**config.mk**
```make
export PLATFORM = sky130hd
export DESIGN_NAME = gpio_port_register_block
export DESIGN_NICKNAME = d
export VERILOG_FILES = /design/src/design/gpr_pkg.sv /design/src/design/gpr_lock.sv /design/src/design/gpr_regfile.sv /design/src/design/gpio_port_register_block.sv
export VERILOG_INCLUDE_DIRS = /design/src /design/src/design
export SDC_FILE = /design/constraint.sdc
export NUM_CORES = 1
export LEC_CHECK = 0
export BUFFER_PORTS_ARGS = -buffer_cell sky130_fd_sc_hd__buf_2
export CORE_AREA = 5 5 204 206
export DETAILED_ROUTE_END_ITERATION = 10
export DIE_AREA = 0 0 209 211
export GPL_ROUTABILITY_DRIVEN = 0
export SLEW_MARGIN = 0
export SYNTH_ARGS = -nofsm -noshare
export SYNTH_HDL_FRONTEND = slang
export SYNTH_HIERARCHICAL = 1
export SYNTH_SLANG_ARGS = --single-unit
```
**constraint.sdc**
```tcl
create_clock -name clk -period 3.1 [get_ports clk]
set_clock_uncertainty 0.1 [all_clocks]
set_input_delay 0.62 -clock clk [delete_from_list [all_inputs] [get_ports clk]]
set_output_delay 0.62 -clock clk [all_outputs]
set_load 0.05 [all_outputs]
```
**src/design/assert_macros.svh**
```systemverilog
// ----------------------------------------------------------------------------
// Assertion macros
// Clocked concurrent assertion forms used by the port register block.
// ----------------------------------------------------------------------------
`ifndef ASSERT_MACROS_SVH
`define ASSERT_MACROS_SVH

// Same-cycle implication, disabled while in reset.
`define ASSERT_IMP(name, ante, cons, msg) \
  name: assert property (@(posedge clk) disable iff (rst) (ante) |-> (cons)) \
    else $error(msg);

// Next-cycle implication, disabled while in reset.
`define ASSERT_NXT(name, ante, cons, msg) \
  name: assert property (@(posedge clk) disable iff (rst) (ante) |=> (cons)) \
    else $error(msg);

`endif

```
**src/design/gpr_pkg.sv**
```systemverilog
// ----------------------------------------------------------------------------
// GPIO port register package
// Register indexes, access codes, lock status type and field helpers.
// ----------------------------------------------------------------------------
package gpr_pkg;

  localparam int PIN_COUNT_DEF = 16;

  localparam logic CMD_READ  = 1'b0;
  localparam logic CMD_WRITE = 1'b1;

  localparam logic [3:0] REG_MODE   = 4'd0;
  localparam logic [3:0] REG_OTYPE  = 4'd1;
  localparam logic [3:0] REG_SPEED  = 4'd2;
  localparam logic [3:0] REG_PULL   = 4'd3;
  localparam logic [3:0] REG_INPUT  = 4'd4;
  localparam logic [3:0] REG_OUTPUT = 4'd5;
  localparam logic [3:0] REG_SETRST = 4'd6;
  localparam logic [3:0] REG_LOCK   = 4'd7;
  localparam logic [3:0] REG_AFL    = 4'd8;
  localparam logic [3:0] REG_AFH    = 4'd9;

  localparam logic [1:0] MODE_OUTPUT = 2'b01;

  typedef struct packed {
    logic        done;
    logic [15:0] pins;
  } lock_status_t;

  // Mask of implemented pins.
  function automatic logic [15:0] pin_mask_of(input int count);
    logic [15:0] m;
    m = '0;
    for (int i = 0; i < 16; i++) begin
      if (i < count) m[i] = 1'b1;
    end
    return m;
  endfunction

  // Widen a per-pin mask to 2-bit fields.
  function automatic logic [31:0] spread2(input logic [15:0] m);
    logic [31:0] r;
    r = '0;
    for (int i = 0; i < 16; i++) begin
      r[2*i +: 2] = {2{m[i]}};
    end
    return r;
  endfunction

  // Widen an 8-pin mask to 4-bit fields.
  function automatic logic [31:0] spread4(input logic [7:0] m);
    logic [31:0] r;
    r = '0;
    for (int i = 0; i < 8; i++) begin
      r[4*i +: 4] = {4{m[i]}};
    end
    return r;
  endfunction

  // Keep frozen bits, drop bits of missing pins.
  function automatic logic [31:0] merge(input logic [31:0] old_val,
                                        input logic [31:0] data,
                                        input logic [31:0] impl,
                                        input logic [31:0] frozen);
    logic [31:0] writable;
    writable = impl & ~frozen;
    return ((old_val & ~writable) | (data & writable)) & impl;
  endfunction

endpackage

```
**src/design/gpr_lock.sv**
```systemverilog
// ----------------------------------------------------------------------------
// GPIO lock sequencer
// Tracks the three-write key sequence and holds the locked pin mask.
// ----------------------------------------------------------------------------
module gpr_lock #(
  parameter int PIN_COUNT = gpr_pkg::PIN_COUNT_DEF
) (
  input  logic                 clk,
  input  logic                 rst,
  input  logic                 wr,
  input  logic [31:0]          write_data,
  output gpr_pkg::lock_status_t status,
  output gpr_pkg::lock_status_t status_next
);
  import gpr_pkg::*;

  localparam logic [15:0] PIN_MASK = pin_mask_of(PIN_COUNT);

  localparam logic [1:0] STEP_IDLE = 2'd0;
  localparam logic [1:0] STEP_KEY0 = 2'd1;
  localparam logic [1:0] STEP_KEY1 = 2'd2;

  logic [1:0]  step;
  logic [1:0]  step_next;
  logic [15:0] seq_mask;
  logic [15:0] seq_mask_next;
  logic        key;
  logic [15:0] req_mask;
  logic        ok;

  assign key      = write_data[16];
  assign req_mask = write_data[15:0] & PIN_MASK;

  always_comb begin
    unique case (step)
      STEP_KEY0: ok = !key && (req_mask == seq_mask);
      STEP_KEY1: ok = key && (req_mask == seq_mask);
      default:   ok = 1'b0;
    endcase
  end

  always_comb begin
    step_next     = step;
    seq_mask_next = seq_mask;
    status_next   = status;
    if (wr && !status.done) begin
      priority if (ok && step == STEP_KEY0) begin
        step_next = STEP_KEY1;
      end else if (ok) begin
        status_next.done = 1'b1;
        status_next.pins = seq_mask;
        step_next        = STEP_IDLE;
      end else if (key) begin
        // restart with this request as the first key write
        step_next     = STEP_KEY0;
        seq_mask_next = req_mask;
      end else begin
        step_next     = STEP_IDLE;
        seq_mask_next = '0;
      end
    end
  end

  always_ff @(posedge clk) begin
    if (rst) begin
      step     <= STEP_IDLE;
      seq_mask <= '0;
      status   <= '0;
    end else begin
      step     <= step_next;
      seq_mask <= seq_mask_next;
      status   <= status_next;
    end
  end

endmodule

```
**src/design/gpr_regfile.sv**
```systemverilog
// ----------------------------------------------------------------------------
// GPIO configuration and data registers
// Applies one bus request to the port registers and forms its read data.
// ----------------------------------------------------------------------------
module gpr_regfile #(
  parameter int PIN_COUNT = gpr_pkg::PIN_COUNT_DEF
) (
  input  logic                  clk,
  input  logic                  rst,
  input  logic                  update,
  input  logic                  command,
  input  logic [3:0]            reg_index,
  input  logic [31:0]           write_data,
  input  logic [15:0]           pin_levels,
  input  gpr_pkg::lock_status_t lock_cur,
  output logic [31:0]           read_data,
  output logic [15:0]           drive_levels,
  output logic [15:0]           drive_enable
);
  import gpr_pkg::*;

  localparam logic [15:0] PIN_MASK  = pin_mask_of(PIN_COUNT);
  localparam logic [31:0] PIN_MASK2 = spread2(PIN_MASK);
  localparam logic [31:0] AFL_IMPL  = spread4(PIN_MASK[7:0]);
  localparam logic [31:0] AFH_IMPL  = spread4(PIN_MASK[15:8]);

  logic [31:0] mode;
  logic [31:0] mode_next;
  logic [15:0] otype;
  logic [15:0] otype_next;
  logic [31:0] speed;
  logic [31:0] speed_next;
  logic [31:0] pull;
  logic [31:0] pull_next;
  logic [31:0] af_low;
  logic [31:0] af_low_next;
  logic [31:0] af_high;
  logic [31:0] af_high_next;
  logic [15:0] latch;
  logic [15:0] latch_next;
  logic [15:0] frz;
  logic [31:0] frz2;

  assign frz  = lock_cur.done ? lock_cur.pins : 16'h0000;
  assign frz2 = spread2(frz);

  always_comb begin
    mode_next    = mode;
    otype_next   = otype;
    speed_next   = speed;
    pull_next    = pull;
    af_low_next  = af_low;
    af_high_next = af_high;
    latch_next   = latch;
    if (command == CMD_WRITE) begin
      unique case (reg_index)
        REG_MODE:   mode_next  = merge(mode, write_data, PIN_MASK2, frz2);
        REG_OTYPE:  otype_next = 16'(merge({16'h0000, otype}, write_data,
                                           {16'h0000, PIN_MASK}, {16'h0000, frz}));
        REG_SPEED:  speed_next = merge(speed, write_data, PIN_MASK2, frz2);
        REG_PULL:   pull_next  = merge(pull, write_data, PIN_MASK2, frz2);
        REG_OUTPUT: latch_next = write_data[15:0] & PIN_MASK;
        // set wins over clear
        REG_SETRST: latch_next = ((latch & ~write_data[31:16]) | write_data[15:0])
                                 & PIN_MASK;
        REG_AFL:    af_low_next  = merge(af_low, write_data, AFL_IMPL,
                                         spread4(frz[7:0]));
        REG_AFH:    af_high_next = merge(af_high, write_data, AFH_IMPL,
                                         spread4(frz[15:8]));
        default: ;
      endcase
    end
  end

  always_comb begin
    read_data = '0;
    if (command == CMD_READ) begin
      unique case (reg_index)
        REG_MODE:   read_data = mode;
        REG_OTYPE:  read_data = {16'h0000, otype};
        REG_SPEED:  read_data = speed;
        REG_PULL:   read_data = pull;
        REG_INPUT:  read_data = {16'h0000, pin_levels & PIN_MASK};
        REG_OUTPUT: read_data = {16'h0000, latch};
        REG_LOCK:   read_data = {15'h0000, lock_cur.done, lock_cur.pins};
        REG_AFL:    read_data = af_low;
        REG_AFH:    read_data = af_high;
        default:    read_data = '0;
      endcase
    end
  end

  always_comb begin
    for (int i = 0; i < 16; i++) begin
      drive_enable[i] = (mode_next[2*i +: 2] == MODE_OUTPUT) && PIN_MASK[i];
    end
  end

  assign drive_levels = latch_next;

  always_ff @(posedge clk) begin
    if (rst) begin
      mode    <= '0;
      otype   <= '0;
      speed   <= '0;
      pull    <= '0;
      af_low  <= '0;
      af_high <= '0;
      latch   <= '0;
    end else if (update) begin
      mode    <= mode_next;
      otype   <= otype_next;
      speed   <= speed_next;
      pull    <= pull_next;
      af_low  <= af_low_next;
      af_high <= af_high_next;
      latch   <= latch_next;
    end
  end

endmodule

```
**src/design/gpio_port_register_block.sv**
```systemverilog
// ----------------------------------------------------------------------------
// GPIO port register block
// Sixteen-pin port with set/reset and lock registers behind a stream port.
// ----------------------------------------------------------------------------
// Each request is one register read or write. A request is taken into an
// input register, applied to the port registers in one pass of logic, and its
// result is registered on the master side once the output register is free.
// One request is accepted every clock cycle while results are taken; the rate
// is set by the single register update pass, and a stalled result holds the
// input register until the master side is free again.
module gpio_port_register_block #(
  parameter int PIN_COUNT = gpr_pkg::PIN_COUNT_DEF
) (
  input  logic        clk,
  input  logic        rst,
  input  logic        s_tvalid,
  output logic        s_tready,
  input  logic [47:0] s_tdata,   // write_data[31:0], pin_levels[47:32]
  input  logic [4:0]  s_tuser,   // command[0], reg_index[4:1]
  output logic        m_tvalid,
  input  logic        m_tready,
  // read_data[31:0], drive_levels[47:32], drive_enable[63:48],
  // lock_active[64], zero pad[71:65]
  output logic [71:0] m_tdata
);
  import gpr_pkg::*;

  logic         in_valid;
  logic         in_cmd;
  logic [3:0]   in_idx;
  logic [31:0]  in_data;
  logic [15:0]  in_pins;
  logic         advance;
  logic         lock_wr;
  logic         out_valid;
  logic [71:0]  out_data;
  logic [31:0]  rd;
  logic [15:0]  drive;
  logic [15:0]  en;
  lock_status_t lock_cur;
  lock_status_t lock_next;

  assign advance  = in_valid && (!out_valid || m_tready);
  assign s_tready = !in_valid || advance;
  assign lock_wr  = advance && (in_cmd == CMD_WRITE) && (in_idx == REG_LOCK);

  always_ff @(posedge clk) begin
    if (rst) begin
      in_valid <= 1'b0;
    end else if (s_tvalid && s_tready) begin
      in_valid <= 1'b1;
    end else if (advance) begin
      in_valid <= 1'b0;
    end
  end

  always_ff @(posedge clk) begin
    if (s_tvalid && s_tready) begin
      in_cmd  <= s_tuser[0];
      in_idx  <= s_tuser[4:1];
      in_data <= s_tdata[31:0];
      in_pins <= s_tdata[47:32];
    end
  end

  gpr_lock #(
    .PIN_COUNT(PIN_COUNT)
  ) u_lock (
    .clk        (clk),
    .rst        (rst),
    .wr         (lock_wr),
    .write_data (in_data),
    .status     (lock_cur),
    .status_next(lock_next)
  );

  gpr_regfile #(
    .PIN_COUNT(PIN_COUNT)
  ) u_regfile (
    .clk         (clk),
    .rst         (rst),
    .update      (advance),
    .command     (in_cmd),
    .reg_index   (in_idx),
    .write_data  (in_data),
    .pin_levels  (in_pins),
    .lock_cur    (lock_cur),
    .read_data   (rd),
    .drive_levels(drive),
    .drive_enable(en)
  );

  always_ff @(posedge clk) begin
    if (rst) begin
      out_valid <= 1'b0;
    end else if (advance) begin
      out_valid <= 1'b1;
    end else if (m_tready) begin
      out_valid <= 1'b0;
    end
  end

  always_ff @(posedge clk) begin
    if (advance) begin
      out_data <= {7'h00, lock_next.done, en, drive, rd};
    end
  end

  assign m_tvalid = out_valid;
  assign m_tdata  = out_data;

`include "assert_macros.svh"

  `ASSERT_NXT(a_lock_sticky, lock_cur.done, lock_cur.done, "lock released without reset")
  `ASSERT_NXT(a_lock_pins_hold, lock_cur.done, lock_cur.pins == $past(lock_cur.pins), "locked pin mask changed")
  `ASSERT_NXT(a_write_reads_zero, advance && (in_cmd == CMD_WRITE), out_data[31:0] == 32'h0, "write request returned read data")
  `ASSERT_NXT(a_result_held, out_valid && !m_tready, out_valid && $stable(out_data), "stalled result changed")

endmodule
```
==> results of run 1 <==
stage by stage:
step	std cells	setup WS, ps	total power (W)	area, um2
finish	2116	241.7	0.01025	17950
global route	2116	230.3	0.01058	17950
CTS	2116	359.2	0.01034	17950
detailed placement	2044	383.1	0.005727	16690
global placement	2044	405.7	0.005722	16690
floorplan	1456	164.8	0.005428	15440
layer usage:
| layer | routed length, um | vias to the layer above | GRT usage, % | part of all wire, % |
|---|---|---|---|---|
| li1 | - | 5454 | - | - |
| met1 | 21920 | 5845 | 30.29 | 46 |
| met2 | 20870 | 515 | 32.05 | 44 |
| met3 | 3348 | 90 | 4.040 | 7.0 |
| met4 | 1379 | 0 | 6.346 | 2.9 |
| met5 | 0 | - | 0 | 0 |
layout make-up:
cell class,count,area [um2]
multi-input combinational,971,6699
timing repair buffer,184,1142
tap,525,656.9
clock inverter,21,212.7
fill,3744,21500
sequential,347,8128
inverter,17,63.81
clock buffer,51,1051
power breakdown:
group	switching, W	total, W	internal [W]
logic	0.000542	0.000734	0.000191
registers	0.000102	0.00491	0.00480
clock network	0.00188	0.00461	0.00273
total	0.00252	0.0103	0.00773
cell usage in the layout (no fill, tap or decap), types with 42 or more instances in the layout:
master                       n
sky130_fd_sc_hd__mux2i_1   210
sky130_fd_sc_hd__a22o_1     81
sky130_fd_sc_hd__buf_2     122
sky130_fd_sc_hd__nand2_1    93
sky130_fd_sc_hd__buf_4      56
sky130_fd_sc_hd__nor2_1    187
sky130_fd_sc_hd__nand3_1    72
sky130_fd_sc_hd__a21oi_1    55
sky130_fd_sc_hd__edfxtp_1  118
sky130_fd_sc_hd__dfxtp_1   229
sky130_fd_sc_hd__o21ai_0    42
final timing paths:
| path | slack (ps) | start | end |
|---|---|---|---|
| setup reg to reg | 240 | in_idx[2]$_DFFE_PP_ | m_tdata[10]$_DFFE_PP_ |
| hold / removal | 130 | s_tdata[24] | in_data[24]$_DFFE_PP_ |
| setup / recovery | 240 | in_idx[2]$_DFFE_PP_ | m_tdata[10]$_DFFE_PP_ |
| hold reg to reg | 380 | u_lock/step[1]$_SDFFE_PP0P_ | u_lock/step[1]$_SDFFE_PP0P_ |
critical path, delay by kind of cell, from the launching register on:
family | cells | cell delay (ps)
AOI/OAI and AO/OA | 2 | 550
buffers and inverters | 1 | 410
muxes | 1 | 540
DFF | 1 | 960
==> run_results.csv, run 1 <==
group,metric,value,unit
die,design.core.area,0.03946,mm2
global_route,grt_antenna_before_repair,0,
global_route,first_pass_grt_wire_length,72260,um
clocking,postCtsHoldBufs,0,
die,num_rows,73,
detailed_routing,vias_cell,5.626,
die,die_width,209,um
min_path,hp-class,"input pin to flip-flop",
cells_and_area,antenna_diodes,0,
detailed_routing,drc_errors,0,
die,chipHeight,211,um
die,ios,131,
detailed_routing,route.vias.total,11900,
setup_path,worstPathCellList,"buf_4 -> mux4_2 -> a221oi_1 -> a21oi_1",
status,outcome,"finished, final reports clean",
detailed_routing,drt_antenna_net_count,0,
timing,rsz0062_at_grt,"false",
clocking,postCtsResizedCells,0,
clocking,cts.clk_slew.worst_paths,60,ps
power_and_ir_drop,power-per-cell-area,570.9,mW/mm2
global_route,via_count_of_the_first_global_routing_pass,11570,
power_and_ir_drop,irDropWorstVdd,0.3949,mV
timing,report.final.setup_viol,0,
setup_path,rr_worst_depth,4,
job,maxCapViolations,0,
setup_path,crit_required,3270,ps
clocking,clk_latency,560,ps
setup_path,classification_of_the_worst_setup_path,"flip-flop to flip-flop",
synthesis,yosysWarnings,6,
cells_and_area,num-nets-final,1619,
die,initial_core_util,39.08,%
detailed_routing,drt_iter0_markers,918,
timing,clock.fmax,349.9,MHz
global_route,gr-total-overflow,0,
clocking,cts.sink_count,347,
clocking,ctsHtreeMaxLevel,2,
setup_path,worst_path_arrival_time,3030,ps
place,port_buffers,123,
global_route,grt_usage,20.95,%
global_route,grt_max_degree,75,
timing,fin_hold_ws,127.2,ps
die,fp.dieArea,0.04410,mm2
timing,setup_total_negative_slack,0,ps
clocking,cts_setup_buffers,0,
clocking,cts_tree,"built",
synthesis,synth_area,0.01542,mm2
setup_path,path_max_fanout,21,
synthesis,mean_instance_size_in_the_synthesized_netlist,10.63,um2
setup_path,critical-path-slowest-cell,"sky130_fd_sc_hd__edfxtp_1",
cells_and_area,area_growth,16.44,%
timing,timing.max_slew.rel_slack,19.90,%
setup_path,startpoint_type,"flip-flop",
setup_path,cpPeakStageDelay,960,ps
cells_and_area,layout.core_utilization,45.50,%
place,sum_of_net_half_perimeters_after_detailed_placement,32530,um
timing,tightestPinTransition,1199,ps
timing,maxSlewViolCount,0,
timing,final_period_utilization,92.20,%
cells_and_area,final_layout_size_suffix_gt1_share,17.41,%
setup_path,endpoint_kind,"flip-flop",
clocking,root_buffer,"sky130_fd_sc_hd__clkbuf_16",
min_path,whs_path_depth,1,
synthesis,syn-instance-count,1450,
detailed_routing,final_wirelength,47520,um
clocking,clk_path_buf_depth,3,
timing,post-route-min-period,2858,ps
timing,hold_viol_final,0,
clocking,cts_bufs_inserted,39,
detailed_routing,routed_len_inst,22.46,um
detailed_routing,drtPass1Iterations,5,
power_and_ir_drop,power.leakage,7.097,nW
Note: power is estimated with default switching activity, not from simulation.
==> run 2: changes to the inputs <==
--- a/config.mk
+++ b/config.mk
@@ -7,12 +7,11 @@
 export NUM_CORES = 1
 export LEC_CHECK = 0
 export BUFFER_PORTS_ARGS = -buffer_cell sky130_fd_sc_hd__buf_2
-export CORE_AREA = 5 5 204 206
+export CORE_AREA = 5 5 197 199
 export DETAILED_ROUTE_END_ITERATION = 10
-export DIE_AREA = 0 0 209 211
+export DIE_AREA = 0 0 202 204
 export GPL_ROUTABILITY_DRIVEN = 0
 export SLEW_MARGIN = 0
 export SYNTH_ARGS = -nofsm -noshare
 export SYNTH_HDL_FRONTEND = slang
-export SYNTH_HIERARCHICAL = 1
 export SYNTH_SLANG_ARGS = --single-unit
==> run_results.csv, run 2 <==
group,metric,value,unit
status,outcome,"finished, final reports clean",
synthesis,synth_ff_type,"sky130_fd_sc_hd__dfxtp_1",
setup_path,path_max_fanout,12,
cells_and_area,num-nets-final,1695,
power_and_ir_drop,power.leakage,6.126,nW
die,design.core.area,0.03704,mm2
timing,rsz0062_at_grt,"false",
clocking,cts_tree,"built",
synthesis,mean_instance_size_in_the_synthesized_netlist,9.351,um2
place,port_buffers,123,
place,sum_of_net_half_perimeters_after_detailed_placement,32340,um
timing,hold_viol_final,0,
cells_and_area,most-common-layout-cells,"243 x sky130_fd_sc_hd__nand2_1, 229 x sky130_fd_sc_hd__dfxtp_1, 183 x sky130_fd_sc_hd__o21ai_0, 182 x sky130_fd_sc_hd__a21oi_1, 122 x sky130_fd_sc_hd__buf_2",
timing,post-route-min-period,2615,ps
clocking,cts.sink_count,347,
job,maxCapViolations,0,
clocking,cts.clk_slew.worst_paths,60,ps
timing,report.final.setup_viol,0,
die,chipHeight,204,um
die,die_width,202,um
synthesis,synthMostInstantiatedCell,"sky130_fd_sc_hd__nand2_1",
clocking,cts_setup_buffers,0,
global_route,grt_usage,22.32,%
synthesis,syn-instance-count,1553,
timing,tightestPinTransition,1120,ps
min_path,hp-class,"input pin to flip-flop",
clocking,postCtsResizedCells,0,
synthesis,synthTopCellsByArea,"sky130_fd_sc_hd__dfxtp_1 32%, sky130_fd_sc_hd__edfxtp_1 24%, sky130_fd_sc_hd__o21ai_0 6.3%, sky130_fd_sc_hd__nand2_1 6.3%, sky130_fd_sc_hd__a21oi_1 6.3%",
timing,clock.fmax,382.4,MHz
setup_path,crit_required,3360,ps
synthesis,post_synth_most_frequent_cells,"243 x sky130_fd_sc_hd__nand2_1, 229 x sky130_fd_sc_hd__dfxtp_1, 183 x sky130_fd_sc_hd__o21ai_0",
timing,maxSlewViolCount,0,
global_route,gr-total-overflow,0,
global_route,grt_antenna_before_repair,0,
global_route,via_count_of_the_first_global_routing_pass,11740,
setup_path,startpoint_type,"flip-flop",
detailed_routing,vias_cell,5.892,
place,placedInstanceArea,0.01570,mm2
setup_path,cpMostUsedCell,"sky130_fd_sc_hd__buf_4",
cells_and_area,fillCellCount,3452,
setup_path,worstPathCellList,"nand2b_1 -> nor3_2 -> buf_4 -> nand3_1 -> buf_4 -> o21ai_0 -> a21oi_1",
detailed_routing,drt_antenna_net_count,0,
clocking,postCtsHoldBufs,0,
global_route,grt_max_degree,183,
synthesis,postSynth.asyncResetShare,0,%
cells_and_area,antenna_diodes,0,
die,initial_core_util,39.20,%
timing,final_period_utilization,84.35,%
power_and_ir_drop,irDropWorstVdd,0.3772,mV
place,numPlacedInstances,2068,
detailed_routing,drc_errors,0,
global_route,first_pass_grt_wire_length,71810,um
cells_and_area,register_area,0.008128,mm2
detailed_routing,final_wirelength,47960,um
synthesis,yosys_register_bits,347,
place,detailedPlace.worstSlack,590.0,ps
power_and_ir_drop,power-per-cell-area,611.0,mW/mm2
timing,timing.final.ws_setup,485.0,ps
cells_and_area,multi_input_comb_area,0.005743,mm2
clocking,clk_latency,540,ps
synthesis,synth_area,0.01452,mm2
die,ios,131,
cells_and_area,layoutNonFillerInstCount,2142,
clocking,ctsHtreeMaxLevel,2,
cells_and_area,fin_area,0.01709,mm2
synthesis,yosys.cell_types.count,47,
detailed_routing,route.vias.total,12620,
setup_path,classification_of_the_worst_setup_path,"flip-flop to flip-flop",
synthesis,synth_largest_type_area_fraction,31.57,%
clocking,root_buffer,"sky130_fd_sc_hd__clkbuf_16",
synthesis,synthDominantAreaCellType,"sky130_fd_sc_hd__dfxtp_1",
setup_path,endpoint_kind,"flip-flop",
cells_and_area,final_common_cell,"sky130_fd_sc_hd__nand2_1",
detailed_routing,drt_iter0_markers,1647,
synthesis,synth_edf_count,118,
setup_path,cpPeakStageDelay,620,ps
timing,setup_total_negative_slack,0,ps
die,num_rows,71,
synthesis,yosysWarnings,0,
clocking,clk_path_buf_depth,3,
synthesis,yosysSeqAreaShare,55.97,%
detailed_routing,routed_len_inst,22.39,um
cells_and_area,layout.core_utilization,46.14,%
cells_and_area,area_growth,17.70,%
timing,timing.max_slew.rel_slack,25.36,%
setup_path,critical-path-slowest-cell,"sky130_fd_sc_hd__edfxtp_1",
die,fp.dieArea,0.04121,mm2
detailed_routing,drtPass1Iterations,5,
cells_and_area,final_layout_size_suffix_gt1_share,16.85,%
clocking,cts_bufs_inserted,40,
setup_path,worst_path_arrival_time,2880,ps
run 2: path summary, 6_finish.rpt:
path | startpoint | end | slack [ps] | depth (start not counted)
worst max-delay path | in_idx[1]$_DFFE_PP_ | flip-flop | 490 | 7
worst max register to register | in_idx[1]$_DFFE_PP_ | flip-flop | 490 | 7
worst min register to register | flip-flop | flip-flop | 380 | 2
worst min-delay path | s_tdata[36] | in_pins[4]$_DFFE_PP_ | 150 | 1
run 2: cells by family after synthesis:
group                      after synthesis  synth area share, %
AOI/OAI and AO/OA                      570                23.48
xor gates and xnor gates                18                1.086
adders and majority gates                2               0.1723
buffers and inverters                  178                5.126
DFF                                    347                55.97
muxes                                   16                1.103
other                                    1              0.02582
and+or+nand+nor                        421                13.04
run 2: power breakdown:
group | internal (W) | leakage (nW) | total [W] | switching (W)
sequential | 0.00482 | 3.00 | 0.00492 | 0.000109
combinational | 0.000169 | 2.45 | 0.000627 | 0.000458
clock | 0.00298 | 0.675 | 0.00489 | 0.00191
total | 0.00797 | 6.13 | 0.0104 | 0.00248
run 2: cell type report:
cell class / count / area share [%]
timing repair buffer: 192 / 6.793
clock inverter: 13 / 0.7759
sequential: 347 / 47.55
multi-input combinational: 1034 / 33.60
clock buffer: 61 / 7.356
inverter: 21 / 0.4611
tap: 474 / 3.469
run 2: critical path, delay by kind of cell, from the launching register on:
kind | cells | cell delay, ps
compound gates | 2 | 310
buf+inv | 2 | 580
simple gates | 3 | 840
flops | 1 | 620
run 2: routing by layer:
metal | wire, um | global-route usage (%) | part of all wire (%) | vias up
met3 | 4910 | 4.348 | 10 | 88
met2 | 20990 | 33.57 | 44 | 642
met4 | 1384 | 6.909 | 2.9 | 0
li1 | - | - | - | 5772
met1 | 20680 | 32.62 | 43 | 6118
met5 | 0 | 0 | 0 | -
run 2: through the flow:
step           power, W  hold slack [ps]
2_1_floorplan  0.005364            348.5
3_3_place_gp   0.005634            359.7
3_5_place_dp   0.005639            366.5
4_1_cts         0.01050            134.0
5_1_grt         0.01073            139.5
6_report        0.01045            154.0
